==> config.mk <==
export PLATFORM = sky130hd
export DESIGN_NAME = egarch_variance_filter_top_flat
export DESIGN_NICKNAME = d
export VERILOG_FILES = /design/src/rtl/egv_pkg.sv /design/src/rtl/egv_in_if.sv /design/src/rtl/egv_out_if.sv /design/src/rtl/egv_mul.sv /design/src/rtl/egarch_variance_filter_top.sv /design/src/flat_wrapper.sv
export SDC_FILE = /design/constraint.sdc
export NUM_CORES = 2
export LEC_CHECK = 0
export ABC_CLOCK_PERIOD_IN_PS = 13700
export BUFFER_PORTS_ARGS = -buffer_cell sky130_fd_sc_hd__buf_2
export CAP_MARGIN = 20
export CORE_MARGIN = 5
export CORE_UTILIZATION = 40
export CTS_BUF_LIST = sky130_fd_sc_hd__clkbuf_8
export DETAILED_ROUTE_END_ITERATION = 16
export MAX_ROUTING_LAYER = met4
export PLACE_DENSITY = 0.57
export SYNTH_ARGS = -nofsm -noshare
export SYNTH_HDL_FRONTEND = slang
export SYNTH_SLANG_ARGS = --single-unit
==> constraint.sdc <==
create_clock -name clk -period 13.7 [get_ports clk]
set_clock_uncertainty 0.1 [all_clocks]
set_input_delay 0 -clock clk [delete_from_list [all_inputs] [get_ports clk]]
set_output_delay 0 -clock clk [all_outputs]
set_load 0.01 [all_outputs]
==> src/rtl/egv_pkg.sv <==
package egv_pkg;

	// Operand and product widths of the shared multiplier.
	localparam int unsigned MUL_W  = 35;
	localparam int unsigned PROD_W = 2 * MUL_W;

	// Width of the log-variance accumulator (Q.40 with headroom).
	localparam int unsigned ACC_W = 56;

	// log2(e) in Q1.30.
	localparam logic [30:0] LOG2E_Q30 = 31'd1549082005;

	// Reset value of the expected absolute residual, 2/sqrt(2pi) in Q4.12.
	localparam logic [15:0] MEAN_ABS_RESET = 16'd3268;

	// Configuration register indexes.
	localparam logic [2:0] REG_LOG_CONST  = 3'd0;
	localparam logic [2:0] REG_THETA      = 3'd1;
	localparam logic [2:0] REG_GAMMA      = 3'd2;
	localparam logic [2:0] REG_MEAN_ABS   = 3'd3;
	localparam logic [2:0] REG_ARCH_ONE   = 3'd4;
	localparam logic [2:0] REG_ARCH_TWO   = 3'd5;
	localparam logic [2:0] REG_GARCH_ONE  = 3'd6;
	localparam logic [2:0] REG_GARCH_TWO  = 3'd7;

	// Root k of two in Q.30: c_0 = 2.0 and c_k = floor(sqrt(c_(k-1) * 2^30)).
	// Only ever called with constant arguments to build a table.
	function automatic logic [31:0] exp_root(input int k);
		logic [63:0] c;
		logic [63:0] x;
		logic [63:0] r;
		logic [63:0] b;
		c = 64'd1 << 31;
		for (int j = 1; j <= 16; j++) begin
			if (j <= k) begin
				x = c << 30;
				r = '0;
				for (int i = 31; i >= 0; i--) begin
					b = 64'd1 << (2 * i);
					if (x >= r + b) begin
						x = x - (r + b);
						r = (r >> 1) + b;
					end else begin
						r = r >> 1;
					end
				end
				c = r;
			end
		end
		return c[31:0];
	endfunction

endpackage

==> src/rtl/egv_in_if.sv <==
interface egv_in_if;
	logic               valid;
	logic               ready;
	logic               restart;
	logic signed [15:0] residual;

	modport source (output valid, output restart, output residual, input ready);
	modport sink   (input valid, input restart, input residual, output ready);
endinterface

==> src/rtl/egv_out_if.sv <==
interface egv_out_if;
	logic               valid;
	logic               ready;
	logic signed [23:0] log_variance;
	logic        [31:0] variance;
	logic               saturated;

	modport source (output valid, output log_variance, output variance, output saturated,
		input ready);
	modport sink   (input valid, input log_variance, input variance, input saturated,
		output ready);
endinterface

==> src/rtl/egv_mul.sv <==
module egv_mul (
	input  logic                                 clk,
	input  logic signed [egv_pkg::MUL_W-1:0]     a,
	input  logic signed [egv_pkg::MUL_W-1:0]     b,
	output logic signed [egv_pkg::PROD_W-1:0]    prod_q
);

	// Registered signed product; the sequencer reads it in the cycle after issue.
	always_ff @(posedge clk) begin
		prod_q <= a * b;
	end

endmodule

==> src/rtl/egarch_variance_filter_top.sv <==
// EGARCH(2,2) conditional-variance filter. Each input transfer is one date: a restart
// transfer begins a new series and answers with log_const, any other transfer pushes the
// previous date's residual into the history and forms the new log variance from the
// ARCH and GARCH terms. One result transfer follows each input transfer. All products
// go through a single shared multiplier under a sequencer: two multiply-accumulate
// passes of four products each, a rounding step, one product for the base-two
// exponent and sixteen mantissa steps of the exponential, each product having an
// issue state and an absorb state, and a final state that loads the output register.
// An item is accepted only in the idle state, so the next input transfer waits until
// the sequencer is through with the last one. The input is ready again once the result
// sits in the output register, even if it has not yet been taken; a result still waiting
// there holds the next one in its final state.
module egarch_variance_filter_top #(
	parameter int unsigned ARCH_LAGS  = 2,
	parameter int unsigned GARCH_LAGS = 2
) (
	input  logic        clk,
	input  logic        arst_n,
	input  logic        cfg_we,
	input  logic [2:0]  cfg_index,
	input  logic [23:0] cfg_wdata,
	egv_in_if.sink      item_in,
	egv_out_if.source   result_out
);

	typedef enum logic [3:0] {
		S_IDLE, S_TH_MUL, S_TH_ACC, S_GA_MUL, S_GA_ACC, S_AR_MUL, S_AR_ACC,
		S_GR_MUL, S_GR_ACC, S_ROUND, S_EY_MUL, S_EY_ACC, S_EM_MUL, S_EM_ACC, S_FINAL
	} state_t;

	localparam int unsigned MW = egv_pkg::MUL_W;
	localparam int unsigned PW = egv_pkg::PROD_W;
	localparam int unsigned AW = egv_pkg::ACC_W;

	localparam logic [31:0] ROOT_TAB [16] = '{
		egv_pkg::exp_root(1),  egv_pkg::exp_root(2),  egv_pkg::exp_root(3),
		egv_pkg::exp_root(4),  egv_pkg::exp_root(5),  egv_pkg::exp_root(6),
		egv_pkg::exp_root(7),  egv_pkg::exp_root(8),  egv_pkg::exp_root(9),
		egv_pkg::exp_root(10), egv_pkg::exp_root(11), egv_pkg::exp_root(12),
		egv_pkg::exp_root(13), egv_pkg::exp_root(14), egv_pkg::exp_root(15),
		egv_pkg::exp_root(16)
	};

	// Configuration registers.
	logic signed [23:0] log_const_q;
	logic signed [15:0] theta_q, gamma_q, arch_one_q, arch_two_q, garch_one_q, garch_two_q;
	logic        [15:0] mean_abs_q;

	always_ff @(posedge clk or negedge arst_n) begin
		if (!arst_n) begin
			log_const_q <= '0;
			theta_q     <= '0;
			gamma_q     <= '0;
			mean_abs_q  <= egv_pkg::MEAN_ABS_RESET;
			arch_one_q  <= '0;
			arch_two_q  <= '0;
			garch_one_q <= '0;
			garch_two_q <= '0;
		end else if (cfg_we) begin
			case (cfg_index)
				egv_pkg::REG_LOG_CONST: log_const_q <= cfg_wdata;
				egv_pkg::REG_THETA:     theta_q     <= cfg_wdata[15:0];
				egv_pkg::REG_GAMMA:     gamma_q     <= cfg_wdata[15:0];
				egv_pkg::REG_MEAN_ABS:  mean_abs_q  <= cfg_wdata[15:0];
				egv_pkg::REG_ARCH_ONE:  arch_one_q  <= cfg_wdata[15:0];
				egv_pkg::REG_ARCH_TWO:  arch_two_q  <= cfg_wdata[15:0];
				egv_pkg::REG_GARCH_ONE: garch_one_q <= cfg_wdata[15:0];
				egv_pkg::REG_GARCH_TWO: garch_two_q <= cfg_wdata[15:0];
				default: ;
			endcase
		end
	end

	state_t             state_q;
	logic signed [15:0] resid_hist_q [2];
	logic signed [23:0] lv_hist_q [2];
	logic        [1:0]  lag_cnt_q;
	logic               lag_q;
	logic signed [MW-1:0] t_q;
	logic signed [AW-1:0] acc_q;
	logic signed [23:0] lg_q;
	logic               sat_q;
	logic signed [9:0]  n_q;
	logic        [15:0] frac_q;
	logic        [32:0] m_q;
	logic        [3:0]  k_q;
	logic               out_valid_q;
	logic signed [23:0] out_lg_q;
	logic        [31:0] out_var_q;
	logic               out_sat_q;

	// Shared multiplier and its operand selection.
	logic signed [MW-1:0] mul_a, mul_b;
	logic signed [PW-1:0] prod_q;

	egv_mul u_mul (.clk(clk), .a(mul_a), .b(mul_b), .prod_q(prod_q));

	logic signed [15:0] e_sel;
	logic        [16:0] e_abs;
	logic signed [17:0] e_dev;
	logic               arch_use, garch_use;
	logic signed [15:0] arch_sel, garch_sel;

	always_comb begin
		e_sel     = resid_hist_q[lag_q];
		e_abs     = e_sel[15] ? 17'(-{e_sel[15], e_sel}) : {1'b0, e_sel};
		e_dev     = $signed({1'b0, e_abs}) - $signed({2'b00, mean_abs_q});
		arch_use  = (32'(lag_q) < ARCH_LAGS) && ({1'b0, lag_q} < lag_cnt_q);
		garch_use = (32'(lag_q) < GARCH_LAGS) && ({1'b0, lag_q} < lag_cnt_q);
		arch_sel  = !arch_use ? '0 : (lag_q ? arch_two_q : arch_one_q);
		garch_sel = !garch_use ? '0 : (lag_q ? garch_two_q : garch_one_q);
		mul_a = '0;
		mul_b = '0;
		case (state_q)
			S_TH_MUL: begin
				mul_a = MW'(theta_q);
				mul_b = MW'(e_sel);
			end
			S_GA_MUL: begin
				mul_a = MW'(gamma_q);
				mul_b = MW'(e_dev);
			end
			S_AR_MUL: begin
				mul_a = MW'(arch_sel);
				mul_b = t_q;
			end
			S_GR_MUL: begin
				mul_a = MW'(garch_sel);
				mul_b = MW'(lv_hist_q[lag_q]);
			end
			S_EY_MUL: begin
				mul_a = MW'(lg_q);
				mul_b = $signed({4'b0000, egv_pkg::LOG2E_Q30});
			end
			S_EM_MUL: begin
				mul_a = $signed({2'b00, m_q});
				mul_b = $signed({3'b000, ROOT_TAB[k_q]});
			end
			default: ;
		endcase
	end

	// Rounding and clipping of the accumulated log variance.
	logic signed [AW-1:0] acc_rnd;
	logic signed [31:0]   lg_full;
	logic                 lg_hi, lg_lo;
	logic signed [23:0]   lg_clip;

	always_comb begin
		acc_rnd = acc_q + (AW'(1) <<< 23);
		lg_full = acc_rnd[AW-1:24];
		lg_hi   = lg_full > 32'sd8388607;
		lg_lo   = lg_full < -32'sd8388608;
		lg_clip = lg_hi ? 24'h7FFFFF : (lg_lo ? 24'h800000 : lg_full[23:0]);
	end

	// Product rounding for the exponent and the mantissa steps.
	logic signed [PW-1:0] y_rnd;
	logic        [PW-1:0] m_rnd;

	always_comb begin
		y_rnd = prod_q + (PW'(1) <<< 29);
		m_rnd = $unsigned(prod_q) + (PW'(1) << 29);
	end

	// Final scaling of the mantissa by two to the power n.
	logic [33:0] var_wide;
	logic [10:0] shr;
	logic        var_over;

	always_comb begin
		shr      = 11'(11'sd14 - 11'(n_q));
		var_wide = '0;
		var_over = 1'b0;
		if (n_q >= 10'sd16) begin
			var_over = 1'b1;
		end else if (n_q >= 10'sd14) begin
			var_wide = {1'b0, m_q} << n_q[0];
			var_over = var_wide[33:32] != 2'b00;
		end else if (shr < 11'd32) begin
			var_wide = ({1'b0, m_q} + (34'd1 << (shr[4:0] - 5'd1))) >> shr[4:0];
		end
	end

	// The finished result enters the output register once it is free or being emptied.
	logic out_load;

	assign out_load = (state_q == S_FINAL) && (!out_valid_q || result_out.ready);

	// Sequencer, datapath registers and output register.
	always_ff @(posedge clk or negedge arst_n) begin
		if (!arst_n) begin
			state_q      <= S_IDLE;
			resid_hist_q <= '{default: '0};
			lv_hist_q    <= '{default: '0};
			lag_cnt_q    <= '0;
			lag_q        <= 1'b0;
			k_q          <= '0;
			sat_q        <= 1'b0;
			out_valid_q  <= 1'b0;
		end else begin
			if (out_load) begin
				out_valid_q <= 1'b1;
			end else if (out_valid_q && result_out.ready) begin
				out_valid_q <= 1'b0;
			end
			case (state_q)
				S_IDLE: begin
					if (item_in.valid) begin
						if (item_in.restart) begin
							resid_hist_q <= '{default: '0};
							lv_hist_q    <= '{default: '0};
							lag_cnt_q    <= '0;
						end else begin
							resid_hist_q[1] <= resid_hist_q[0];
							resid_hist_q[0] <= item_in.residual;
							if (lag_cnt_q != 2'd2) begin
								lag_cnt_q <= lag_cnt_q + 2'd1;
							end
						end
						acc_q   <= {{(AW - 48){log_const_q[23]}}, log_const_q, 24'b0};
						lag_q   <= 1'b0;
						sat_q   <= 1'b0;
						state_q <= S_TH_MUL;
					end
				end
				S_TH_MUL: state_q <= S_TH_ACC;
				S_TH_ACC: begin
					t_q     <= prod_q[MW-1:0];
					state_q <= S_GA_MUL;
				end
				S_GA_MUL: state_q <= S_GA_ACC;
				S_GA_ACC: begin
					t_q     <= t_q + prod_q[MW-1:0];
					state_q <= S_AR_MUL;
				end
				S_AR_MUL: state_q <= S_AR_ACC;
				S_AR_ACC: begin
					acc_q   <= acc_q + prod_q[AW-1:0];
					state_q <= S_GR_MUL;
				end
				S_GR_MUL: state_q <= S_GR_ACC;
				S_GR_ACC: begin
					acc_q <= acc_q + {prod_q[AW-11:0], 10'b0};
					if (lag_q) begin
						state_q <= S_ROUND;
					end else begin
						lag_q   <= 1'b1;
						state_q <= S_TH_MUL;
					end
				end
				S_ROUND: begin
					lg_q         <= lg_clip;
					sat_q        <= lg_hi || lg_lo;
					lv_hist_q[1] <= lv_hist_q[0];
					lv_hist_q[0] <= lg_clip;
					state_q      <= S_EY_MUL;
				end
				S_EY_MUL: state_q <= S_EY_ACC;
				S_EY_ACC: begin
					n_q     <= y_rnd[55:46];
					frac_q  <= y_rnd[45:30];
					m_q     <= 33'd1 << 30;
					k_q     <= '0;
					state_q <= S_EM_MUL;
				end
				S_EM_MUL: state_q <= S_EM_ACC;
				S_EM_ACC: begin
					if (frac_q[~k_q]) begin
						m_q <= m_rnd[62:30];
					end
					k_q <= k_q + 4'd1;
					if (k_q == 4'd15) begin
						state_q <= S_FINAL;
					end else begin
						state_q <= S_EM_MUL;
					end
				end
				S_FINAL: begin
					if (out_load) begin
						out_lg_q    <= lg_q;
						out_var_q   <= var_over ? 32'hFFFF_FFFF : var_wide[31:0];
						out_sat_q   <= sat_q || var_over;
						state_q     <= S_IDLE;
					end
				end
				default: state_q <= S_IDLE;
			endcase
		end
	end

	assign item_in.ready           = state_q == S_IDLE;
	assign result_out.valid        = out_valid_q;
	assign result_out.log_variance = out_lg_q;
	assign result_out.variance     = out_var_q;
	assign result_out.saturated    = out_sat_q;

`ifndef SYNTHESIS
	a_lag_cnt_range: assert property (@(posedge clk) disable iff (!arst_n)
		lag_cnt_q != 2'd3)
		else $error("lag count exceeds two");

	a_accept_starts: assert property (@(posedge clk) disable iff (!arst_n)
		item_in.valid && item_in.ready |=> state_q == S_TH_MUL)
		else $error("accepted item did not start the sequencer");

	a_restart_clears: assert property (@(posedge clk) disable iff (!arst_n)
		item_in.valid && item_in.ready && item_in.restart |=>
		lag_cnt_q == 2'd0 && lv_hist_q[0] == 24'sd0)
		else $error("restart did not clear the history");

	a_result_loaded: assert property (@(posedge clk) disable iff (!arst_n)
		state_q == S_FINAL && (!out_valid_q || result_out.ready) |=>
		out_valid_q && state_q == S_IDLE)
		else $error("finished result not presented");
`endif

endmodule

==> src/flat_wrapper.sv <==
// flat-port wrapper written by rule: the top's interface ports become plain ports
module egarch_variance_filter_top_flat 
#(
	parameter int unsigned ARCH_LAGS  = 2,
	parameter int unsigned GARCH_LAGS = 2
)
  (clk, arst_n, cfg_we, cfg_index, cfg_wdata, item_in_valid, item_in_restart, item_in_residual, item_in_ready, result_out_valid, result_out_log_variance, result_out_variance, result_out_saturated, result_out_ready);
  egv_in_if item_in_i ();
  egv_out_if result_out_i ();
  input  logic clk;
  input  logic arst_n;
  input  logic cfg_we;
  input  logic [2:0] cfg_index;
  input  logic [23:0] cfg_wdata;
  input wire logic [$bits(item_in_i.valid)-1:0] item_in_valid;
  input wire logic [$bits(item_in_i.restart)-1:0] item_in_restart;
  input wire logic [$bits(item_in_i.residual)-1:0] item_in_residual;
  output wire logic [$bits(item_in_i.ready)-1:0] item_in_ready;
  output wire logic [$bits(result_out_i.valid)-1:0] result_out_valid;
  output wire logic [$bits(result_out_i.log_variance)-1:0] result_out_log_variance;
  output wire logic [$bits(result_out_i.variance)-1:0] result_out_variance;
  output wire logic [$bits(result_out_i.saturated)-1:0] result_out_saturated;
  input wire logic [$bits(result_out_i.ready)-1:0] result_out_ready;
  assign item_in_i.valid = item_in_valid;
  assign item_in_i.restart = item_in_restart;
  assign item_in_i.residual = item_in_residual;
  assign item_in_ready = item_in_i.ready;
  assign result_out_valid = result_out_i.valid;
  assign result_out_log_variance = result_out_i.log_variance;
  assign result_out_variance = result_out_i.variance;
  assign result_out_saturated = result_out_i.saturated;
  assign result_out_i.ready = result_out_ready;
  egarch_variance_filter_top #(.ARCH_LAGS(ARCH_LAGS), .GARCH_LAGS(GARCH_LAGS)) u_core (.clk(clk), .arst_n(arst_n), .cfg_we(cfg_we), .cfg_index(cfg_index), .cfg_wdata(cfg_wdata), .item_in(item_in_i), .result_out(result_out_i));
endmodule
# [Word level (Yosys, flattened, before mapping)]
# Memories as Yosys holds them, arrays and structs flattened.
# Index checks and enable logic that the tools add are counted.
[word_totals] ff_bits=523 romBits=512 input_bits=49 output_inout_bits=59 elab_cells=167 mem_count=1
[op_classes] add_sub_neg=13 multipliers=1 magnitude_cmp=9 n_eq_ne=27 n_shift=3 n_mux=46 bitwise=3 reduce_logical=36
[mem_list] memory="(no name shown)" depth=16 word_bits=32 rd=1 rd_ports_with_merged_regs=0 wr=0 line="egarch_variance_filter_top.sv:137" source="mul_b = $signed({3'b000, ROOT_TAB[k_q]});"
[ops] operator="case mux 35 bit (6 select lines)" n=2
[ops] operator="2-to-1 mux 32 bit" n=6
[ops] operator="case mux 56 bit (3 select lines)" n=1
[ops] operator="2-to-1 mux 24 bit" n=5
[ops] operator="adder 56 bit" n=2
[ops] operator="2-to-1 mux 16 bit" n=7
[ops] operator="2-to-1 mux 48 bit" n=2
[ops] operator="case mux 48 bit (2 select lines)" n=1
[ops] operator="case mux 35 bit (2 select lines)" n=1
[ops] operator="case mux 33 bit (2 select lines)" n=1
[ops] operator="adder 63 x 30 -> 63 bit (second input constant)" n=1
[ops] operator="multiplier 35 x 35 -> 63 bit" n=1
[ops] operator="case mux 4 bit (15 select lines)" n=1
[ops] operator="adder 56 x 25 -> 56 bit (second input constant)" n=1
[ops] operator="adder 56 x 31 -> 56 bit (second input constant)" n=1
[ops] operator="2-to-1 mux 56 bit" n=1
[ops] operator="adder 35 bit" n=1
[ops] operator="adder 33 x 34 -> 34 bit" n=1
[ops] operator="left shift 1 x 5 -> 34 bit (first input constant)" n=1
[ops] operator="left shift 33 x 1 -> 34 bit" n=1
[ops] operator="right shift 34 x 5 -> 32 bit" n=1
[ops] operator="2-to-1 mux 33 bit" n=1
[ops] operator="equality test 4 bit (second input constant)" n=8
[ops] operator="> comparator 32 x 24 -> 1 bit (second input constant)" n=1
[ops] operator="41 further kinds" n=89

# [Logic depth before layout (Yosys ltp)]
[logic_depth] word_depth=9 mapped_depth=51 mapped_depth_nobuf=46

# [Hierarchy]
# A second synthesis with hierarchy kept.
[hier_totals] cells_unflattened=8259 hier_area_um2=78610.4
[by_module_without_submodules] mod="egv_mul" instances=1 cells_per_inst=4701 area_per_inst_um2=44918.1 seq_area_each_um2=1401.3
[by_module_without_submodules] mod="egarch_variance_filter_top" instances=1 cells_per_inst=3558 area_per_inst_um2=33692.3 seq_area_each_um2=12673.4

# [Least setup slack after synthesis]
# No wires, ideal clock.
[synth_timing] path_type="reg2reg" startpoint="register u_core.lag_q" endpoint="register u_core.u_mul.prod_q[61] (netlist bit)" setup_time_ns=0.072 arrival_ns=11.919 required_ns=13.528 path_slack_ns=1.609 stages_incl_launch_ff=48 path_buffers=6 period_less_slack_ns=12.091 path_cell_list="dfrtp_1 buf_2 buf_2 clkbuf_1 buf_2 buf_2 mux2i_1 nor2_1 xnor2_1 ha_1 nor2b_1 o21ai_0 a21oi_1 o21ai_0 a21boi_0 o21ai_0 nand2b_1 a41o_1 (+12 left out) fa_1 fa_1 inv_1 fa_1 inv_1 ha_1 a21o_1 a21o_1 a21o_1 a221o_1 o21ai_0 a21bo_2 nor2_1 o31ai_1 a221o_1 a221oi_1 o41a_1 xnor2_1"
[synth_between] elab_chain_len=9 word_cells_on_any_way=18 classes_between="add/sub: 2; mul: 1; order compare: 1; mux: 13; bitwise: 1"
[synth_lines] item="start, declared" line="egarch_variance_filter_top.sv:78" source="logic lag_q;"
[synth_lines] item="start signal, assigned" line="egarch_variance_filter_top.sv:197" source="lag_q <= 1'b0;"
[synth_lines] item="start signal, assigned" line="egarch_variance_filter_top.sv:222" source="lag_q <= 1'b0;"
[synth_lines] item="start signal, assigned" line="egarch_variance_filter_top.sv:248" source="lag_q <= 1'b1;"
[synth_lines] item="NOT 1 -> 2 bit (implied by the code)" line="egarch_variance_filter_top.sv:105, egarch_variance_filter_top.sv:129"
[synth_lines] item="2-to-1 mux 16 bit (implied by the code) (3 in a row)" line="egarch_variance_filter_top.sv:105" source="e_sel = resid_hist_q[lag_q];"
[synth_lines] item="negator 17 bit" line="egarch_variance_filter_top.sv:106" source="e_abs = e_sel[15] ? 17'(-{e_sel[15], e_sel}) : {1'b0, e_sel};"
[synth_lines] item="2-to-1 mux 17 bit" line="egarch_variance_filter_top.sv:106"
[synth_lines] item="subtractor 17 x 16 -> 18 bit" line="egarch_variance_filter_top.sv:107" source="e_dev = $signed({1'b0, e_abs}) - $signed({2'b00, mean_abs_q});"
[synth_lines] item="case mux 35 bit (6 select lines)" line="egarch_variance_filter_top.sv:114" source="case (state_q)"
[synth_lines] item="multiplier 35 x 35 -> 63 bit (*)" line="egv_mul.sv:10" source="prod_q <= a * b;"
[synth_lines] item="end signal, assigned" line="egv_mul.sv:10"
[synth_lines] item="end, declared" line="egv_mul.sv:5" source="output logic signed [egv_pkg::PROD_W-1:0] prod_q"
# Every way passes the cells marked *; elsewhere a longest branch is shown, timed or not. The select of a mux whose other input is x is not followed.
# A chain may end at the register's enable or synchronous reset.

# [Worst setup path after layout]
[layout_timing] startpoint="register u_core.lag_q" endpoint="register u_core.u_mul.prod_q[62] (netlist bit)"
# Same word-level chain as after synthesis.

==> impl_metrics.toml <==
[detailed_routing]
drt-total-wl_um = 276000
dr.pass1.iters = 6
num_vias = 60512
drtAntennaViolNets = 0
drtIter0Drc = 5862
vias_per_cell = 5.64
drc_errors = 0
wire_per_inst_um = 25.8

[synthesis]
synth.ff_latch_count = 523
synth_area_um2 = 74100
synth_common_cells = "inv_1 (1334), fa_1 (1206), nand2_1 (1052)"
syn_inst = 8003
synth_area_per_cell_um2 = 9.25
post-synth-top-area-fraction = 0.326
synthesis.nets = 9658
yosysTopAreaCell = "fa_1"
seq_area_frac_synth = 0.188
synthFlopType = "edfxtp_1"
yosysMostFrequentCell = "inv_1"
synth_warnings = 0
async_flop_share = 0.438
synth_area_leaders = "fa_1 (33%), edfxtp_1 (9.4%), dfrtp_1 (7.6%)"
synth_cell_types = 94
synth-edff-count = 231

[sta]
setup_viol = 0
slew_headroom = 0.136
min_period_ps = 12770
rsz0062_at_grt = "false"
clock.fmax_ghz = 0.0783
tns_ps = 0
hold_viol = 0
finalMaxSlewViolations = 0
tightest_slew_ps = 1300
period_share = 0.932

[clocking]
cts.repair.resized = 0
cts_tree = "yes"
cts-root-buf = "clkbuf_8"
cts_buffer_depth = 3
insertion_delay_ps = 870
h-tree-depth = 3
path_clk_slew_ps = 60
cts_buffers = 93
clock_sink_count = 523

[outcome]
outcome = "finished clean"

[worst_setup_path]
setup.worst_path.class = "flop to flop"
critPathLaunchType = "flop"
rr_worst_depth = 45
r2r_start = "u_core.lag_q$_DFFE_PN0P_"
crit_top_cell = "fa_1"
slowest_delay_ps = 720
required_ps = 14290
worst_setup_path_end_kind = "flop"
regToRegSetupSlack_ps = 930
r2r_end = "u_core.u_mul.prod_q[62]$_DFF_P_"
worstPathArrival_ps = 13360
cp-startpoint = "u_core.lag_q$_DFFE_PN0P_"
cp_max_fo = 20
critPathSlowestCell = "o21ai_4"

[min_path]
hp-start = "cfg_wdata[2]"
hp-class = "input pin to flop"
hold_end = "u_core.garch_one_q[2]$_DFFE_PN0P_"
hold_path_depth = 3

[die]
die_w_um = 440
start_util = 0.401
rows = 158
die_area_um2 = 194000
num_io_pins = 108
die_h_um = 440
core-area_um2 = 185000

[global_routing]
grt_max_degree = 80
grt_antenna_before_repair = 12
grt_usage = 0.295
grt_pass1_wl_um = 413000
grt_pass1_vias = 61778
gr-total-overflow = 0

[final_layout]
layout.nets = 9813
areaGrowthSynthToFinish_pct = 10.1
drive_above_1_share = 0.0898

[job]
max_cap_violations = 0

[placed_design]
port_buffers = 107
gp_congestion = 1.02
hpwl_um = 220000
[layout make-up]
cell class,count,area [um^2]
fill,17850,103000
multi-input combinational,5777,54200
sequential,523,13900
inverter,1337,5020
timing repair buffer,426,3420
tap,2480,3100
clock buffer,106,1460
clock inverter,69,452
antenna,7,17.5
[layer usage]
layer | GRT usage | up-vias | wire, um
met5 | - | - | 0
met3 | 0.0655 | 579 | 26300
met4 | 0.106 | 0 | 12400
met2 | 0.442 | 2908 | 122000
li1 | - | 26109 | -
met1 | 0.394 | 30916 | 115000
[worst max-delay path by stage]
stage                                                 end  slack [ps]  cells after the start
after floorplan           u_core.u_mul.prod_q[61]$_DFF_P_        1610                     47
after global placement    u_core.u_mul.prod_q[62]$_DFF_P_        1220                     40
final                     u_core.u_mul.prod_q[62]$_DFF_P_         930                     45
after CTS                 u_core.u_mul.prod_q[62]$_DFF_P_        1150                     45
after detailed placement  u_core.u_mul.prod_q[57]$_DFF_P_        1290                     45
after global routing      u_core.u_mul.prod_q[62]$_DFF_P_         270                     45
[flip-flops by register name, indices dropped and copies added, names as in the netlist, 24 cells and up]
signal / count
u_core.u_mul.prod_q: 63
u_core.acc_q: 56
u_core.lv_hist_q: 48
u_core.t_q: 35
u_core.m_q: 33
u_core.resid_hist_q: 32
u_core.result_out.variance: 32
u_core.lg_q: 24
u_core.log_const_q: 24
u_core.result_out.log_variance: 24
[worst max-delay path: cells and delay by family, from the launching register on]
family                   cells  cell delay [ps]
buffers and inverters        7              770
AND/OR/NAND/NOR              6              920
adder cells (fa/ha/maj)     11             5130
AO/OA/AOI/OAI               18             4420
flip-flops                   1              550
multiplexers                 1              410
XOR/XNOR                     2              320
[layout by cell type, fill, tap and decap left out, types with 186 or more instances in the layout]
master | Yosys | routed
inv_1 | 1334 | 1376
fa_1 | 1206 | 1206
nand2_1 | 1052 | 1050
buf_4 | 0 | 186
edfxtp_1 | 231 | 231
o21ai_0 | 259 | 259
ha_1 | 400 | 400
dfrtp_1 | 224 | 223
nor2_1 | 647 | 641
a21oi_1 | 302 | 290
[stage by stage]
step / std cells / setup slack [ps] / cell area [um^2] / hold slack [ps] / utilization
2_1_floorplan: 8003 / 1610 / 74100 / -396 / -
3_3_place_gp: 10411 / 1220 / 78200 / -91.3 / 0.423
3_5_place_dp: 10417 / 1290 / 78300 / -83.0 / 0.424
4_1_cts: 10713 / 1150 / 81500 / 24.9 / 0.441
5_1_grt: 10722 / 271 / 81600 / 75.7 / 0.441
6_report: 10725 / 932 / 81600 / 117 / 0.441
[logic make-up (layout without fill, tap and decap cells)]
family          Yosys count  after routing  share of synthesized area
simple gates           2301           2301                      0.136
buf+inv                1703           1938                     0.0866
fa+ha+maj              1606           1606                      0.394
compound gates         1257           1257                      0.113
flops                   523            523                      0.188
mux                     311            311                     0.0465
xor+xnor                302            302                     0.0357
other cells               0              7                          0
[timing repair]
item,in CTS,in global routing
hold buffers,121,0
endpoints found under the hold margin,326,0
setup buffers,0,0
setup endpoints to repair,0,0
Power is not shown: default switching activity piles up to over one toggle a cycle in this logic, so the estimate is an artifact.
